$ cat src/rtl/tws_pkg.sv
// Shared types, word constants and lookup functions for the two-word stream replacer.
`timescale 1ns / 1ps
`default_nettype none

package tws_pkg;

    localparam int BYTE_W    = 8;
    localparam int SEQ_CNT_W = 4;

    localparam int PAT1_LEN = 3;
    localparam int REP1_LEN = 9;
    localparam int PAT2_LEN = 5;
    localparam int REP2_LEN = 6;

    localparam int FIFO_DEPTH = 4;
    localparam int FIFO_PTR_W = $clog2(FIFO_DEPTH);
    localparam int FIFO_CNT_W = $clog2(FIFO_DEPTH + 1);

    // One byte of a stream together with its end-of-stream mark.
    typedef struct packed {
        logic [BYTE_W-1:0] data;
        logic              last;
    } tws_item_t;

    typedef enum logic [1:0] {
        TAIL_NONE = 2'd0,
        TAIL_BYTE = 2'd1,
        TAIL_REP  = 2'd2
    } tws_tail_t;

    // What a matcher must emit for one incoming byte: a prefix of its pattern,
    // then either nothing, the incoming byte, or the whole replacement word.
    typedef struct packed {
        logic [SEQ_CNT_W-1:0] pre_len;
        tws_tail_t            tail;
        logic [BYTE_W-1:0]    data;
        logic                 last;
    } tws_seq_t;

    function automatic logic [SEQ_CNT_W-1:0] seq_len(input tws_seq_t s,
                                                     input logic [SEQ_CNT_W-1:0] rep_len);
        logic [SEQ_CNT_W-1:0] n;
        case (s.tail)
            TAIL_BYTE: n = s.pre_len + SEQ_CNT_W'(1);
            TAIL_REP:  n = s.pre_len + rep_len;
            default:   n = s.pre_len;
        endcase
        return n;
    endfunction

    function automatic logic [BYTE_W-1:0] pat1_byte(input logic [1:0] i);
        logic [BYTE_W-1:0] b;
        case (i)
            2'd0:    b = "x";
            2'd1:    b = "u";
            default: b = "n";
        endcase
        return b;
    endfunction

    function automatic logic [BYTE_W-1:0] rep1_byte(input logic [SEQ_CNT_W-1:0] i);
        logic [BYTE_W-1:0] b;
        case (i)
            4'd0:    b = "w";
            4'd1:    b = "a";
            4'd2:    b = "n";
            4'd3:    b = "a";
            4'd4:    b = "a";
            4'd5:    b = "g";
            4'd6:    b = "s";
            4'd7:    b = "a";
            default: b = "n";
        endcase
        return b;
    endfunction

    function automatic logic [BYTE_W-1:0] pat2_byte(input logic [2:0] i);
        logic [BYTE_W-1:0] b;
        case (i)
            3'd0:    b = "n";
            3'd1:    b = "a";
            3'd2:    b = "c";
            3'd3:    b = "a";
            default: b = "s";
        endcase
        return b;
    endfunction

    function automatic logic [BYTE_W-1:0] rep2_byte(input logic [2:0] i);
        logic [BYTE_W-1:0] b;
        case (i)
            3'd0:    b = "f";
            3'd1:    b = "a";
            3'd2:    b = "r";
            3'd3:    b = "i";
            3'd4:    b = "i";
            default: b = "d";
        endcase
        return b;
    endfunction

endpackage

`default_nettype wire

$ cat src/rtl/tws_front.sv
// Front matcher: accepts input transfers, rewrites the first "xun" and feeds the queue.
`timescale 1ns / 1ps
`default_nettype none

module tws_front import tws_pkg::*; (
    input  wire logic              aclk,
    input  wire logic              aresetn,
    input  wire logic              s_tvalid,
    output logic                   s_tready,
    input  wire logic [BYTE_W-1:0] s_tdata,
    input  wire logic              s_tlast,
    output tws_item_t              push_item,
    output logic                   push_valid,
    input  wire logic              push_ready
);

    logic [1:0]           prog_reg, prog_next;
    logic                 done_reg, done_next;
    logic                 busy_reg;
    logic [SEQ_CNT_W-1:0] idx_reg;
    logic [SEQ_CNT_W-1:0] len_reg;
    tws_seq_t             seq_reg;
    tws_seq_t             seq_in;
    logic [SEQ_CNT_W-1:0] len_in;
    logic                 accept;
    logic                 final_idx;
    logic                 last_beat;
    logic [BYTE_W-1:0]    emit_byte;

    always_comb begin
        seq_in.data    = s_tdata;
        seq_in.last    = s_tlast;
        seq_in.pre_len = '0;
        seq_in.tail    = TAIL_BYTE;
        prog_next      = prog_reg;
        done_next      = done_reg;
        if (done_reg) begin
            prog_next = 2'd0;
        end else if (s_tdata == pat1_byte(prog_reg)) begin
            if (prog_reg == 2'(PAT1_LEN - 1)) begin
                seq_in.tail = TAIL_REP;
                prog_next   = 2'd0;
                done_next   = 1'b1;
            end else begin
                prog_next   = prog_reg + 2'd1;
                seq_in.tail = TAIL_NONE;
                // At the end of the stream the held prefix is released at once.
                if (s_tlast) begin
                    seq_in.pre_len = SEQ_CNT_W'(prog_reg) + SEQ_CNT_W'(1);
                end
            end
        end else begin
            seq_in.pre_len = SEQ_CNT_W'(prog_reg);
            if (s_tdata == pat1_byte(2'd0)) begin
                prog_next   = 2'd1;
                seq_in.tail = s_tlast ? TAIL_BYTE : TAIL_NONE;
            end else begin
                prog_next = 2'd0;
            end
        end
        if (s_tlast) begin
            prog_next = 2'd0;
            done_next = 1'b0;
        end
    end

    assign len_in    = seq_len(seq_in, SEQ_CNT_W'(REP1_LEN));
    assign final_idx = (idx_reg == len_reg - SEQ_CNT_W'(1));
    assign last_beat = busy_reg && push_ready && final_idx;
    assign s_tready  = !busy_reg || last_beat;
    assign accept    = s_tvalid && s_tready;

    always_ff @(posedge aclk) begin
        if (!aresetn) begin
            prog_reg <= 2'd0;
            done_reg <= 1'b0;
            busy_reg <= 1'b0;
            idx_reg  <= '0;
        end else begin
            if (accept) begin
                prog_reg <= prog_next;
                done_reg <= done_next;
            end
            if (accept && (len_in != '0)) begin
                busy_reg <= 1'b1;
                idx_reg  <= '0;
            end else if (last_beat) begin
                busy_reg <= 1'b0;
            end else if (busy_reg && push_ready) begin
                idx_reg <= idx_reg + SEQ_CNT_W'(1);
            end
        end
    end

    always_ff @(posedge aclk) begin
        if (accept) begin
            seq_reg <= seq_in;
            len_reg <= len_in;
        end
    end

    always_comb begin
        if (idx_reg < seq_reg.pre_len) begin
            emit_byte = pat1_byte(idx_reg[1:0]);
        end else if (seq_reg.tail == TAIL_REP) begin
            emit_byte = rep1_byte(idx_reg);
        end else begin
            emit_byte = seq_reg.data;
        end
    end

    assign push_valid     = busy_reg;
    assign push_item.data = emit_byte;
    assign push_item.last = seq_reg.last && final_idx;

endmodule

`default_nettype wire

$ cat src/rtl/tws_fifo.sv
// Short queue of bytes between the front and back matchers.
`timescale 1ns / 1ps
`default_nettype none

module tws_fifo import tws_pkg::*; (
    input  wire logic      aclk,
    input  wire logic      aresetn,
    input  wire tws_item_t wr_item,
    input  wire logic      wr_valid,
    output logic           wr_ready,
    output tws_item_t      rd_item,
    output logic           rd_valid,
    input  wire logic      rd_ready
);

    tws_item_t             entry_reg [FIFO_DEPTH];
    logic [FIFO_PTR_W-1:0] wr_ptr_reg;
    logic [FIFO_PTR_W-1:0] rd_ptr_reg;
    logic [FIFO_CNT_W-1:0] cnt_reg;
    logic                  do_wr;
    logic                  do_rd;

    assign wr_ready = (cnt_reg != FIFO_CNT_W'(FIFO_DEPTH));
    assign rd_valid = (cnt_reg != '0);
    assign do_wr    = wr_valid && wr_ready;
    assign do_rd    = rd_valid && rd_ready;
    assign rd_item  = entry_reg[rd_ptr_reg];

    // The depth is a power of two, so the pointers simply wrap.
    always_ff @(posedge aclk) begin
        if (!aresetn) begin
            wr_ptr_reg <= '0;
            rd_ptr_reg <= '0;
            cnt_reg    <= '0;
        end else begin
            if (do_wr) begin
                wr_ptr_reg <= wr_ptr_reg + FIFO_PTR_W'(1);
            end
            if (do_rd) begin
                rd_ptr_reg <= rd_ptr_reg + FIFO_PTR_W'(1);
            end
            if (do_wr && !do_rd) begin
                cnt_reg <= cnt_reg + FIFO_CNT_W'(1);
            end else if (!do_wr && do_rd) begin
                cnt_reg <= cnt_reg - FIFO_CNT_W'(1);
            end
        end
    end

    always_ff @(posedge aclk) begin
        if (do_wr) begin
            entry_reg[wr_ptr_reg] <= wr_item;
        end
    end

endmodule

`default_nettype wire

$ cat src/rtl/tws_back.sv
// Back matcher: rewrites the first "nacas" in the queued stream and drives the output register.
`timescale 1ns / 1ps
`default_nettype none

module tws_back import tws_pkg::*; (
    input  wire logic              aclk,
    input  wire logic              aresetn,
    input  wire tws_item_t         pop_item,
    input  wire logic              pop_valid,
    output logic                   pop_ready,
    output logic                   m_tvalid,
    input  wire logic              m_tready,
    output logic [BYTE_W-1:0]      m_tdata,
    output logic                   m_tlast
);

    logic [2:0]           prog_reg, prog_next;
    logic                 done_reg, done_next;
    logic                 busy_reg;
    logic [SEQ_CNT_W-1:0] idx_reg;
    logic [SEQ_CNT_W-1:0] len_reg;
    tws_seq_t             seq_reg;
    tws_seq_t             seq_in;
    logic [SEQ_CNT_W-1:0] len_in;
    logic                 accept;
    logic                 out_ready;
    logic                 final_idx;
    logic                 last_beat;
    logic [BYTE_W-1:0]    emit_byte;
    logic                 m_tvalid_reg;
    logic [BYTE_W-1:0]    m_tdata_reg;
    logic                 m_tlast_reg;

    always_comb begin
        seq_in.data    = pop_item.data;
        seq_in.last    = pop_item.last;
        seq_in.pre_len = '0;
        seq_in.tail    = TAIL_BYTE;
        prog_next      = prog_reg;
        done_next      = done_reg;
        if (done_reg) begin
            prog_next = 3'd0;
        end else if (pop_item.data == pat2_byte(prog_reg)) begin
            if (prog_reg == 3'(PAT2_LEN - 1)) begin
                seq_in.tail = TAIL_REP;
                prog_next   = 3'd0;
                done_next   = 1'b1;
            end else begin
                prog_next   = prog_reg + 3'd1;
                seq_in.tail = TAIL_NONE;
                if (pop_item.last) begin
                    seq_in.pre_len = SEQ_CNT_W'(prog_reg) + SEQ_CNT_W'(1);
                end
            end
        end else begin
            seq_in.pre_len = SEQ_CNT_W'(prog_reg);
            if (pop_item.data == pat2_byte(3'd0)) begin
                prog_next   = 3'd1;
                seq_in.tail = pop_item.last ? TAIL_BYTE : TAIL_NONE;
            end else begin
                prog_next = 3'd0;
            end
        end
        if (pop_item.last) begin
            prog_next = 3'd0;
            done_next = 1'b0;
        end
    end

    assign len_in    = seq_len(seq_in, SEQ_CNT_W'(REP2_LEN));
    assign out_ready = !m_tvalid_reg || m_tready;
    assign final_idx = (idx_reg == len_reg - SEQ_CNT_W'(1));
    assign last_beat = busy_reg && out_ready && final_idx;
    assign pop_ready = !busy_reg || last_beat;
    assign accept    = pop_valid && pop_ready;

    always_ff @(posedge aclk) begin
        if (!aresetn) begin
            prog_reg     <= 3'd0;
            done_reg     <= 1'b0;
            busy_reg     <= 1'b0;
            idx_reg      <= '0;
            m_tvalid_reg <= 1'b0;
        end else begin
            if (accept) begin
                prog_reg <= prog_next;
                done_reg <= done_next;
            end
            if (accept && (len_in != '0)) begin
                busy_reg <= 1'b1;
                idx_reg  <= '0;
            end else if (last_beat) begin
                busy_reg <= 1'b0;
            end else if (busy_reg && out_ready) begin
                idx_reg <= idx_reg + SEQ_CNT_W'(1);
            end
            if (out_ready) begin
                m_tvalid_reg <= busy_reg;
            end
        end
    end

    always_ff @(posedge aclk) begin
        if (accept) begin
            seq_reg <= seq_in;
            len_reg <= len_in;
        end
        if (out_ready && busy_reg) begin
            m_tdata_reg <= emit_byte;
            m_tlast_reg <= seq_reg.last && final_idx;
        end
    end

    always_comb begin
        if (idx_reg < seq_reg.pre_len) begin
            emit_byte = pat2_byte(idx_reg[2:0]);
        end else if (seq_reg.tail == TAIL_REP) begin
            emit_byte = rep2_byte(idx_reg[2:0]);
        end else begin
            emit_byte = seq_reg.data;
        end
    end

    assign m_tvalid = m_tvalid_reg;
    assign m_tdata  = m_tdata_reg;
    assign m_tlast  = m_tlast_reg;

endmodule

`default_nettype wire

$ cat src/rtl/two_word_stream_replacer_core.sv
// Path: input, front sequence register, queue entry, back sequence register, output register.
// Throughput: one byte per cycle when the output is not stalled; a replacement holds the input
// for its extra bytes, as the front matcher emits "wanaagsan" (nine bytes) and the back one
// "fariid" (six bytes), at one byte per cycle, while the queue absorbs the difference.
// Reset: synchronous, active low; clears both matchers, the queue and the output register,
// after which the next byte starts a new stream.
`timescale 1ns / 1ps
`default_nettype none

module two_word_stream_replacer_core import tws_pkg::*; (
    input  wire logic              aclk,
    input  wire logic              aresetn,
    input  wire logic              s_tvalid,
    output logic                   s_tready,
    input  wire logic [BYTE_W-1:0] s_tdata,   // [7:0] in_byte
    input  wire logic              s_tlast,
    output logic                   m_tvalid,
    input  wire logic              m_tready,
    output logic [BYTE_W-1:0]      m_tdata,   // [7:0] out_byte
    output logic                   m_tlast
);

    tws_item_t q_wr_item;
    logic      q_wr_valid;
    logic      q_wr_ready;
    tws_item_t q_rd_item;
    logic      q_rd_valid;
    logic      q_rd_ready;

    tws_front u_front (
        .aclk       (aclk),
        .aresetn    (aresetn),
        .s_tvalid   (s_tvalid),
        .s_tready   (s_tready),
        .s_tdata    (s_tdata),
        .s_tlast    (s_tlast),
        .push_item  (q_wr_item),
        .push_valid (q_wr_valid),
        .push_ready (q_wr_ready)
    );

    tws_fifo u_fifo (
        .aclk     (aclk),
        .aresetn  (aresetn),
        .wr_item  (q_wr_item),
        .wr_valid (q_wr_valid),
        .wr_ready (q_wr_ready),
        .rd_item  (q_rd_item),
        .rd_valid (q_rd_valid),
        .rd_ready (q_rd_ready)
    );

    tws_back u_back (
        .aclk      (aclk),
        .aresetn   (aresetn),
        .pop_item  (q_rd_item),
        .pop_valid (q_rd_valid),
        .pop_ready (q_rd_ready),
        .m_tvalid  (m_tvalid),
        .m_tready  (m_tready),
        .m_tdata   (m_tdata),
        .m_tlast   (m_tlast)
    );

endmodule

`default_nettype wire

$ cat config.mk
export PLATFORM = sky130hd
export DESIGN_NAME = two_word_stream_replacer_core
export DESIGN_NICKNAME = d
export VERILOG_FILES = /design/src/rtl/tws_pkg.sv /design/src/rtl/tws_front.sv /design/src/rtl/tws_fifo.sv /design/src/rtl/tws_back.sv /design/src/rtl/two_word_stream_replacer_core.sv
export SDC_FILE = /design/constraint.sdc
export NUM_CORES = 1
export LEC_CHECK = 0
export BUFFER_PORTS_ARGS = -buffer_cell sky130_fd_sc_hd__buf_2
export CORE_MARGIN = 2
export CORE_UTILIZATION = 47
export DETAILED_ROUTE_END_ITERATION = 16
export PLACE_DENSITY = 0.78
export SLEW_MARGIN = 25
export SYNTH_ARGS = -nofsm -noshare
export SYNTH_HDL_FRONTEND = slang
export SYNTH_SLANG_ARGS = --single-unit
$ cat constraint.sdc
create_clock -name aclk -period 4.55 [get_ports aclk]
set_input_delay 0.91 -clock aclk [delete_from_list [all_inputs] [get_ports aclk]]
set_output_delay 0.91 -clock aclk [all_outputs]
set_load 0.02 [all_outputs]
==> impl_metrics.tcl <==
set metrics [dict create \
    pre_cts_ws_ps -35.8 \
    layout.cell_area.non_filler_sq_um 7040 \
    crit_buf_inv 2 \
    post_route_cells_drive_above_1_share 0.192 \
    clock_tree.buffer_depth 2 \
    ir_worst_vdd_v 0.000276 \
    timing_hold_violations_final 0 \
    first_global_vias 4131 \
    startpoint "u_back.prog_reg[0]" \
    synth-warning-count 0 \
    async_flop_share 0 \
    worst-endpoint-arrival_ps 4760 \
    largest_register_ffs 36 \
    drt_first_pass_iters 7 \
    worst-setup-path-type "reg -> reg" \
    critical_path.top_delay_family "compound AO/OA/AOI/OAI gates" \
    fin_hold_ws_ps 488 \
    transition_time_at_the_pin_with_the_least_slew_margin_ps 1000 \
    cp_cell_sequence "ha_1 -> ha_2 -> or4b_1 -> or3_1 -> a221o_1 -> a21o_1 -> buf_6 -> mux2_4 -> nor2_4 -> ha_2 -> inv_1 -> a21oi_2 -> a311o_1 -> o211ai_2 -> or3_4 -> a2111oi_4" \
    timing.critical_path.from_type "flip-flop" \
    syn_avg_cell_area_sq_um 11.5 \
    antenna_left 0 \
    timing.final.crit_share 0.976 \
    top_usage_layer "met2" \
    final.setup_skew_ps 5.64 \
    clock_sinks 114 \
    initial_antenna_violation_count 0 \
    crit_top_cell "sky130_fd_sc_hd__ha_2" \
    edff_count_synth 82 \
    drc 0 \
    worstSkewPairLatency_ps 420 \
    final-max-slew-violation-count 0 \
    placement.cell_area_sq_um 6290 \
    final_critical_path_setup_slack_ps 108 \
    seq_area_frac_synth 0.521 \
    worstHoldPathType "reg -> reg" \
    outcome "completed" \
    die_w_microns 117 \
    initial_core_util 0.476 \
    critical_path.slowest_cell "sky130_fd_sc_hd__or4b_1" \
    timing.hold.worst_endpoint "u_back.m_tvalid" \
    wire_per_inst_microns 16.1 \
    worstReg2RegEnd "u_back.idx_reg[1]" \
    report.power.total_mw 3.68 \
    instances_no_fill 745 \
    reg2reg_depth 16 \
    crit_required_ps 4860 \
    clock_tree.root_cell "sky130_fd_sc_hd__clkbuf_16" \
    synth_flop_cell "sky130_fd_sc_hd__edfxtp_1" \
    worst_hold_path.num_cells 2 \
    power-per-cell-area_nw_per_um2 523 \
    timing.critical_path.slowest_cell_delay_ps 490 \
    p_leak_nw 2.67 \
    dpl.cell_count 708 \
    worstPathMaxFanout 10 \
    vias_per_cell 5.53 \
    r2r-start "u_back.prog_reg[0]" \
    groute.layer.met2.usage 0.334 \
    place_congestion 0.931 \
    drv_cap 0 \
    design.die.area_sq_um 13600 \
    areaGrowthSynthToFinish_pct 18.2 \
    synth_seq_cells 114 \
    m1_gr_usage 0.213 \
    die-height_microns 117 \
    finalWirelength_microns 12000 \
    io_buffers 23 \
    tritoncts "yes" \
    global_route.usage.met3 0.0524 \
    synthDistinctLibCells 65 \
    num_rows 41 \
    tritoncts.num_buffers 17 \
    fmaxAchievable_mhz 225 \
    syn-num-nets 574 \
    synthesis.instances 519 \
    io_pins 24 \
    wire_length_of_the_first_global_routing_pass_microns 19700 \
    post_synth_instance_area_sq_um 5950 \
    cts.reportedPaths.clkPinSlew_ps 50 \
    setup_violations 0 \
    overflow_left_after_global_routing 0 \
    hold_buffers 0 \
    globalRouteTotalUtil 0.191 \
    worst-r2r-setup-slack_ps 110 \
    fin_crit_ps 4440 \
    detailedPlacementHpwl_microns 8270 \
    grt_max_degree 23 \
    via_count_of_the_routed_design 4123 \
    finalNetCount 615 \
    worst_setup_path_end_kind "flip-flop" \
    hold_path.startpoint "u_back.busy_reg" \
    core_box_area_sq_um 12500 \
    num_antenna_cells 0 \
    cts-htree-levels 4 \
    drt_first_iter_violations 408 \
    relSlewSlack 0.333 \
]
## layout by cell type, fill, tap and decap left out, drive strengths merged, types with 11 or more instances in the layout
| cell type | count |
|---|---|
| nand2 | 24 |
| buf | 38 |
| inv | 45 |
| o21ai | 18 |
| xnor2 | 15 |
| nor2 | 36 |
| clkbuf | 18 |
| or3 | 13 |
| edfxtp | 82 |
| ha | 41 |
| nand3 | 13 |
| nor3 | 11 |
| dfxtp | 32 |
| a21oi | 25 |
## layer usage
metal  up-vias  part of all wire
met1      1966              0.39
met3        29             0.058
met2       146              0.53
li1       1982                 -
met5         -                 0
met4         0             0.020
## timing repair
action                                  4_1_cts  5_1_grt
setup buffers                                 2        3
endpoints found under the setup margin        3        6
gates resized for setup                       3       17
cloned                                        0        0
pin swaps                                     1        6
## worst min-delay path, stage by stage, from the launching register on
cell and delay, ps:
sky130_fd_sc_hd__dfxtp_1 310, sky130_fd_sc_hd__inv_1 70, sky130_fd_sc_hd__a21oi_1 60
## metrics by stage
| step | utilization | TNS, ps |
|---|---|---|
| floorplan | - | 0 |
| finish | 0.562 | 0 |
| CTS | 0.554 | 0 |
| global placement | 0.502 | 0 |
| detailed placement | 0.502 | -41.2 |
| global route | 0.562 | -140 |
## final cells by class
cell class | count | area (sq um)
inverter | 44 | 165
fill | 1018 | 5480
clock buffer | 18 | 429
multi-input combinational | 345 | 2700
clock inverter | 14 | 186
sequential | 114 | 3110
tap | 172 | 215
timing repair buffer | 38 | 231
## how the worst max path moves through the flow
stage                              endpoint  slack (ps)  cells past startpoint
after detailed placement  u_back.idx_reg[1]         -40                     16
final                     u_back.idx_reg[1]         110                     16
after floorplan           u_back.idx_reg[0]          80                     19
after global placement    u_back.idx_reg[0]         150                     16
after CTS                 u_back.idx_reg[3]          50                     17
after global routing      u_back.idx_reg[1]         -50                     17
## report_power, final
part,internal [mW],switching (mW)
clock network,0.913,0.476
registers,1.36,0.0943
logic,0.326,0.509
## Yosys cell counts (all sizes together), types with 11 or more instances
library cell  count  share of area
ha               41          0.086
nand3            13          0.011
or3              13          0.015
dfxtp            32           0.11
clkbuf           13         0.0082
o21ai            18          0.015
a21oi            25          0.021
nand2            24          0.015
nor2             36          0.023
xnor2            15          0.022
edfxtp           82           0.41
inv              43          0.027
nor3             11         0.0092
## cell families (layout without fill, tap and decap cells)
| kind of cell | Yosys count | count (layout) | synth area share |
|---|---|---|---|
| mux | 26 | 26 | 0.0645 |
| xor+xnor | 25 | 25 | 0.0368 |
| flops | 114 | 114 | 0.521 |
| compound gates | 87 | 87 | 0.100 |
| buf+inv | 60 | 114 | 0.0393 |
| simple gates | 165 | 165 | 0.148 |
| fa+ha+maj | 42 | 42 | 0.0895 |
Note: power is estimated with default switching activity, not from simulation.
